## config.mk

```make
export PLATFORM = sky130hd
export DESIGN_NAME = tdpt_ctrl
export DESIGN_NICKNAME = d
export VERILOG_FILES = /design/src/tdpt_pkg.sv /design/src/tdpt_ctrl.sv
export VERILOG_INCLUDE_DIRS = /design/src /design/src/src
export SDC_FILE = /design/constraint.sdc
export NUM_CORES = 1
export LEC_CHECK = 0
export ABC_AREA = 1
export BUFFER_PORTS_ARGS = -buffer_cell sky130_fd_sc_hd__buf_2
export CAP_MARGIN = 40
export CORE_AREA = 2 2 39 41
export CTS_BUF_LIST = sky130_fd_sc_hd__clkbuf_2
export DETAILED_ROUTE_END_ITERATION = 8
export DIE_AREA = 0 0 41 43
export GPL_ROUTABILITY_DRIVEN = 1
export PLACE_DENSITY = 0.51
export SYNTH_ARGS = -nofsm -noshare
export SYNTH_HDL_FRONTEND = slang
export SYNTH_SLANG_ARGS = --single-unit
export TNS_END_PERCENT = 10
```

## constraint.sdc

```tcl
create_clock -name clock -period 1.35 [get_ports clock]
set_input_delay 0.2025 -clock clock [delete_from_list [all_inputs] [get_ports clock]]
set_output_delay 0.2025 -clock clock [all_outputs]
set_load 0.005 [all_outputs]
```

## src/assert_macros.svh

```systemverilog
// Assertion macros shared by the RTL modules.
`ifndef ASSERT_MACROS_SVH
`define ASSERT_MACROS_SVH

// Same-cycle implication, disabled while in reset.
`define ASSERT_IMPLY(label, clk, rst, cond, prop) \
   label: assert property (@(posedge clk) disable iff (rst) (cond) |-> (prop)) \
      else $error("%m: assertion failed");

// Next-cycle implication, disabled while in reset.
`define ASSERT_NEXT(label, clk, rst, cond, prop) \
   label: assert property (@(posedge clk) disable iff (rst) (cond) |=> (prop)) \
      else $error("%m: assertion failed");

`endif

```

## src/tdpt_pkg.sv

```systemverilog
// Shared widths, constants and controller/datapath interface types.
package tdpt_pkg;

   localparam int VALUE_BITS = 31;
   // wide enough to hold floor(sqrt(max value)) + 1
   localparam int DIV_BITS   = (VALUE_BITS + 1) / 2 + 1;
   localparam int SQ_BITS    = 2 * DIV_BITS;
   localparam int CNT_BITS   = $clog2(VALUE_BITS);

   typedef logic [VALUE_BITS-1:0] value_type;
   typedef logic [DIV_BITS-1:0]   divisor_type;
   typedef logic [SQ_BITS-1:0]    square_type;
   typedef logic [CNT_BITS-1:0]   count_type;

   localparam divisor_type DIV_FIRST = DIV_BITS'(2);
   localparam count_type   CNT_LAST  = CNT_BITS'(VALUE_BITS - 1);

   typedef struct packed {
      logic load;       // capture candidate, divisor = 2, start remainder
      logic step;       // one restoring remainder step
      logic next_div;   // advance divisor, restart remainder
   } cmd_type;

   typedef struct packed {
      logic sq_gt_n;    // divisor squared exceeds candidate
      logic rem_zero;   // remainder is zero
      logic div_last;   // current step is the last remainder step
   } status_type;

endpackage

```

## src/tdpt_ctrl.sv

```systemverilog
// Controller: sequences the divisor loop and holds the result register.
module tdpt_ctrl (
   input  logic                 clock,
   input  logic                 reset,
   input  logic                 req_valid,
   output logic                 req_ready,
   output logic                 rsp_valid,
   input  logic                 rsp_ready,
   output logic                 rsp_is_prime,
   output tdpt_pkg::cmd_type    cmd,
   input  tdpt_pkg::status_type status
);
   import tdpt_pkg::*;
   `include "assert_macros.svh"

   typedef enum logic [1:0] {
      ST_IDLE,
      ST_DIVIDE,
      ST_TEST,
      ST_FINISH
   } state_type;

   state_type state_ff;
   logic      verdict_ff;
   logic      rsp_valid_ff;
   logic      is_prime_ff;
   logic      rsp_load;

   assign req_ready    = (state_ff == ST_IDLE);
   assign rsp_valid    = rsp_valid_ff;
   assign rsp_is_prime = is_prime_ff;

   assign cmd.load     = req_valid && (state_ff == ST_IDLE);
   assign cmd.step     = (state_ff == ST_DIVIDE);
   assign cmd.next_div = (state_ff == ST_TEST) && !status.sq_gt_n && !status.rem_zero;

   // wait for the output register to be free
   assign rsp_load     = (state_ff == ST_FINISH) && (!rsp_valid_ff || rsp_ready);

   always_ff @(posedge clock) begin
      if (reset) begin
         state_ff     <= ST_IDLE;
         verdict_ff   <= 1'b0;
         rsp_valid_ff <= 1'b0;
         is_prime_ff  <= 1'b0;
      end else begin
         if (rsp_load) begin
            rsp_valid_ff <= 1'b1;
            is_prime_ff  <= verdict_ff;
         end else if (rsp_valid_ff && rsp_ready) begin
            rsp_valid_ff <= 1'b0;
         end
         unique case (state_ff)
            ST_IDLE: begin
               if (req_valid) begin
                  state_ff <= ST_DIVIDE;
               end
            end
            ST_DIVIDE: begin
               if (status.div_last) begin
                  state_ff <= ST_TEST;
               end
            end
            ST_TEST: begin
               // limit check comes first: a candidate equal to d is prime
               if (status.sq_gt_n) begin
                  verdict_ff <= 1'b1;
                  state_ff   <= ST_FINISH;
               end else if (status.rem_zero) begin
                  verdict_ff <= 1'b0;
                  state_ff   <= ST_FINISH;
               end else begin
                  state_ff <= ST_DIVIDE;
               end
            end
            ST_FINISH: begin
               if (rsp_load) begin
                  state_ff <= ST_IDLE;
               end
            end
            default: begin
               state_ff <= ST_IDLE;
            end
         endcase
      end
   end

   `ASSERT_NEXT(a_accept_starts, clock, reset, req_valid && req_ready, state_ff == ST_DIVIDE)
   `ASSERT_NEXT(a_pass_ends, clock, reset, state_ff == ST_DIVIDE && status.div_last,
      state_ff == ST_TEST)
   `ASSERT_IMPLY(a_busy_no_ready, clock, reset, state_ff != ST_IDLE, !req_ready)

endmodule

```

==> metrics.cfg, run 1 <==
[clock_tree]
cts.repair.resized = 0
clockBufferDepth = 2
cts_buffers = 3
cts_num_sinks = 5
clk_pin_slew_ns = 0.06
cts.htree.levels = 1
insertion_delay_ns = 0.21
cts_setup_buffers = 0
cts-root-buf = clkbuf_2
cts_tree = done
cts_hold_buf = 0

[drt]
via_per_inst = 4.03
drtIter0Drc = 2
wl_um = 577
wl_per_cell_um = 7.30
ant_nets = 0
first_pass_iters = 2
num_vias = 318
route.detailed.drc = 0

[setup_path]
critPathTopFamily = flip-flops
critPathCaptureType = primary output
worst-path-stages = 4
worstSetupPathType = reg2out
r2r_cells = 7
crit_buf_inv = 2
cp.required_ns = 1.15
startpoint_type = register
worst-path-max-fanout = 4
cp_slowest_stage_delay_ns = 0.33
path_cells = inv_1, nand2_1, nor3_1, buf_2
cp.arrival_ns = 1.02
cp_slowest_cell = dfxtp_1

[finish]
final_area_um2 = 377
drive_gt1_share_pct = 30.2
n_antenna_cell = 0
regArea_um2 = 100
nets = 71
n_fill_cell = 168
syn_to_final_growth_pct = 36.2
multi_input_area_um2 = 139

[sta]
slew-limit-headroom_pct = 89.6
rsz0062_at_grt = no
tightest_slew_ns = 0.155
setup_tns_ns = 0
hold_violations = 0
clock_skew_ns = 0.00190
setup_viol = 0
finalCritPeriodShare_pct = 90.5
period_needed_ns = 1.22
drv_slew = 0
max_freq_mhz = 818

[place]
post_dp_cell_area_um2 = 357
gp_congestion = 0.749
io_buffers = 12
dp_hpwl_um = 485

[floorplanning]
core_um2 = 1380
num_rows = 14
die-area_um2 = 1760
die_x_um = 41
die_y_um = 43
ios = 13
start_util_pct = 20.0

[synth]
syn_area_um2 = 277
netlist_top_cells_count = 10 x nand2_1, 10 x nor2_1, 9 x inv_1
ys_ff_latch = 5
yosysSeqAreaShare_pct = 36.2
synthesis.nets = 54
synth.largest_area_cell = dfxtp_1
synth-edff-count = 0
yosysUniqueCellTypes = 11
ys_async_sr_fraction_pct = 0
ys.flop_type = dfxtp_1
synth_area_leaders = dfxtp_1 36%, nand2_1 14%, nor2_1 14%, inv_1 12%, a21oi_1 5.4%
yosysWarnings = 0
synth.top_cell.area_share_pct = 36.2
syn_inst = 47
syn_area_per_cell_um2 = 5.88

[job]
max_cap_violations = 0

[grt]
grt_pass1_vias = 279
grt_start_max_net_pins = 6
grt_overflow = 0
grt_antenna_before_repair = 0
grt_pass1_wl_um = 979
grt_use_total_pct = 9.15

[power]
power.density_nw_per_um2 = 1130
switchingPower_uw = 140
leakage_nw = 0.213
ir_worst_vdd_uv = 439
p_comb_share_pct = 27.1
switching_share_pct = 32.7
p_seq_share_pct = 40.6
power_frac_clock_pct = 32.3
p_int_uw = 287

[min_path]
hold_depth = 2
hp-class = in2reg

[status]
status = complete, no violations

## per-stage QoR
step	utilization, %	setup slack (ns)	cells	hold WS (ns)	total power [mW]
after global placement	25.8	0.339	75	0.423	0.294
after global routing	27.2	0.0177	79	0.180	0.462
after detailed placement	25.8	0.351	75	0.423	0.292
final	27.2	0.128	79	0.198	0.427
after CTS	27.2	0.0996	79	0.186	0.433
after floorplan	-	0.440	47	0.272	0.251
## worst reg2reg max path, cell delays in order, from the launching register on
cell and delay [ns]:
dfxtp_1 0.38, nand2_1 0.11, inv_1 0.08, nand2_1 0.05, nand3_1 0.09, nand2_1 0.06, inv_1 0.07, nor2_2 0.04
## kinds of logic after synthesis
group | Yosys count | share of synthesized area [%]
buf+inv | 10 | 13.6
simple gates | 27 | 41.2
compound gates | 5 | 9.05
flops | 5 | 36.2
## final timing paths
path,from,to,slack (ns)
min,reset,verdict_ff,0.20
min reg2reg,rsp_is_prime,rsp_is_prime,0.48
max,state_ff[0],cmd[0],0.13
max reg2reg,state_ff[1],state_ff[1],0.37
## cell type report
class	count	area share, %
Multi-Input combinational cell	32	36.9
Sequential cell	5	26.6
Timing Repair Buffer	12	15.9
Inverter	10	9.97
Clock buffer	4	5.32
Tap cell	16	5.32
## metal layers
metal	global-route usage [%]	vias up	routed length [um]
li1	-	171	-
met1	8.71	135	270
met2	11.6	10	257
met3	4.71	2	28
met4	12.0	0	21
met5	0	-	0
## sequential cells by signal, summed over array words and instances, names as in the netlist
name / flops
state_ff: 2
rsp_is_prime: 1
rsp_valid: 1
verdict_ff: 1
## cell usage in the layout, fill, tap and decap left out
cell type,count
a21oi_1,3
buf_2,12
clkbuf_2,4
clkinv_1,1
dfxtp_1,5
inv_1,9
nand2_1,10
nand2_2,1
nand3_1,3
nor2_1,10
nor2_2,2
nor3_1,1
o21ai_0,2
## power by group through the flow
stage	sequential [mW]	combinational [mW]	clock (mW)
2_1_floorplan	0.174	0.0767	0
3_3_place_gp	0.176	0.118	0
3_5_place_dp	0.176	0.116	0
4_1_cts	0.173	0.117	0.144
5_1_grt	0.175	0.133	0.153
6_report	0.173	0.116	0.138
(Power assumes the default switching activity.)
==> run 2, diff against run 1 <==
ABC_AREA = 0   (was 1)
clock period = 1.4 ns   (was 1.35 ns; I/O delays follow)
==> metrics.cfg, run 2 <==
[synth]
synth_top_family_by_area = simple AND/OR/NAND/NOR gates
syn_area_um2 = 273  ; -1.4%
yosysSeqAreaShare_pct = 36.7  ; +0.50 points
synth_fa_ha_area_share_pct = 0  ; unchanged
synth-edff-count = 0  ; unchanged
netlist_top_cells_count = 5 x dfxtp_1, 3 x a21oi_1, 3 x nand2_1
ys_ff_latch = 5  ; unchanged
syn_area_per_cell_um2 = 9.09  ; +55%
ys_async_sr_fraction_pct = 0  ; unchanged
synth_compound_area_share_pct = 24.3  ; +15 points
yosysUniqueCellTypes = 20  ; +9
synth.top_cell.area_share_pct = 36.7  ; +0.50 points
synthesis.nets = 37  ; -31%
synth_most_common_cell = dfxtp_1
synth-simple-area-share_pct = 33.0  ; -8.1 points
synth_area_leaders = dfxtp_1 37%, a21oi_1 5.5%, nand3b_1 5.5%, nand2b_4 5.0%, a211oi_2 4.6%
synthMuxAreaShare_pct = 0  ; unchanged
yosysWarnings = 0  ; unchanged
ys.flop_type = dfxtp_1
synth.largest_area_cell = dfxtp_1
syn_inst = 30  ; -36%
synth_xor_xnor_area_share_pct = 0  ; unchanged

[clock_tree]
cts_hold_buf = 0  ; unchanged
cts_setup_buffers = 0  ; unchanged
clk_pin_slew_ns = 0.06  ; about the same
cts_num_sinks = 5  ; unchanged
clockBufferDepth = 2  ; unchanged
insertion_delay_ns = 0.21  ; about the same
cts_buffers = 3  ; unchanged
cts.htree.levels = 1  ; unchanged
cts_tree = done
cts-root-buf = clkbuf_2

[finish]
final_common_cell = buf_2
utilization_pct = 26.4  ; -0.81 points
final_area_um2 = 365  ; -3.0%
final_cell_mix = 12 x buf_2, 4 x clkbuf_2, 3 x nand2_1, 3 x a21oi_1, 3 x dfxtp_1
syn_to_final_growth_pct = 33.9
regArea_um2 = 103  ; +2.5%
max_flop_register = state_ff
n_antenna_cell = 0  ; unchanged
drive_gt1_share_pct = 52.3  ; +22 points
multi_input_area_um2 = 163  ; +17%
largest_register_ffs = 2  ; unchanged
nets = 52  ; -27%
n_fill_cell = 146  ; -13%

[place]
post_dp_cell_area_um2 = 337  ; -5.6%
io_buffers = 12  ; unchanged
dp_hpwl_um = 391  ; -19%
pre_cts_slack_ns = 0.279  ; -0.0711 ns
gp_congestion = 0.726  ; -3.1%

[power]
p_seq_share_pct = 46.8  ; +6.2 points
switchingPower_uw = 93.4  ; -33%
p_comb_share_pct = 15.3  ; -12 points
p_int_uw = 256  ; -11%
design_power_total_uw = 350  ; -18%
ir_worst_vdd_uv = 255  ; -42%
power.density_nw_per_um2 = 957  ; -16%
leakage_nw = 0.158  ; -26%
switching_share_pct = 26.7  ; -6.0 points
power_frac_clock_pct = 37.9  ; +5.6 points

[job]
max_cap_violations = 0  ; unchanged

[grt]
grt_pass1_wl_um = 841  ; -14%
grt_overflow = 0  ; unchanged
grt_antenna_before_repair = 0  ; unchanged
grt_pass1_vias = 214  ; -23%
grt_start_max_net_pins = 12  ; +6
grt_use_total_pct = 7.14  ; -2.0 points

[sta]
clock_skew_ns = 0.000553  ; -0.00135 ns
period_needed_ns = 1.20
setup_viol = 0  ; unchanged
tightest_slew_ns = 0.215  ; +0.0602 ns
finalCritPeriodShare_pct = 86.0
slew-limit-headroom_pct = 85.6  ; -4.1 points
hold_violations = 0  ; unchanged
rsz0062_at_grt = no
drv_slew = 0  ; unchanged
postLayoutSetupSlackWorst_ns = 0.196  ; +0.0682 ns
setup_tns_ns = 0  ; unchanged
max_freq_mhz = 831

[setup_path]
cp.required_ns = 1.19  ; +0.04 ns
critPathCaptureType = primary output
worst-path-max-fanout = 11  ; +7
cp.arrival_ns = 0.99  ; -0.03 ns
startpoint_type = register
worstSetupPathType = reg2out

[drt]
ant_nets = 0  ; unchanged
first_pass_iters = 5  ; +3
via_per_inst = 4.18  ; +3.9%
route.detailed.drc = 0  ; unchanged
wl_per_cell_um = 9.27  ; +27%
num_vias = 251  ; -21%
wl_um = 556  ; -3.6%
drtIter0Drc = 7  ; +5

[floorplanning]
ios = 13  ; unchanged
num_rows = 14  ; unchanged
die_x_um = 41  ; unchanged
die-area_um2 = 1760  ; unchanged
die_y_um = 43  ; unchanged
core_um2 = 1380  ; unchanged
start_util_pct = 19.7  ; -0.27 points

[min_path]
hp-class = in2reg

[status]
status = complete, no violations

==> run 2: cell families (layout without fill, tap and decap cells) <==
kind of cell           after synthesis  count (layout)
AO/OA/AOI/OAI                        9               9
flip-flops                           5               5
buffers and inverters                2              16
AND/OR/NAND/NOR                     14              14
==> run 2: cell type report <==
class,instances,share of cell area (%)
Tap cell,16,5.48
Multi-Input combinational cell,23,44.5
Clock buffer,4,5.48
Sequential cell,5,28.1
Timing Repair Buffer,12,16.4
==> run 2: timing repair <==
item,in CTS,in global routing
setup endpoints to repair,0,2
endpoints found under the hold margin,0,0
gates resized for setup,0,3
==> run 2: worst max-delay path, cell delays in order, from the launching register on <==
cell and delay, ns:
dfxtp_2 0.43, nor4b_2 0.21, buf_2 0.14
==> run 2: routing by layer <==
layer	part of all wire, %	vias to the layer above	global-route usage, %
li1	-	135	-
met1	46	107	10.0
met2	44	9	8.44
met3	9.9	0	2.09
met4	0	0	6.00
met5	0	-	0
==> run 2: power by group through the flow <==
stage,sequential (mW),clock (mW),combinational (mW)
floorplan,0.155,0,0.0420
global placement,0.165,0,0.0531
detailed placement,0.165,0,0.0526
CTS,0.162,0.140,0.0533
global route,0.166,0.146,0.0583
finish,0.164,0.132,0.0534
==> run 2: worst paths after layout <==
kind,start,to,slack [ns],cells past startpoint
max reg2reg,state_ff[1],state_ff[0],0.45,3
max,state_ff[1],cmd[0],0.20,2
min reg2reg,verdict_ff,verdict_ff,0.46,2
min,reset,state_ff[1],0.22,2
==> run 2: stage by stage <==
step / instances / hold slack (ns)
floorplan: 30 / 0.272
global placement: 56 / 0.453
detailed placement: 56 / 0.449
CTS: 60 / 0.227
global route: 60 / 0.229
finish: 60 / 0.224
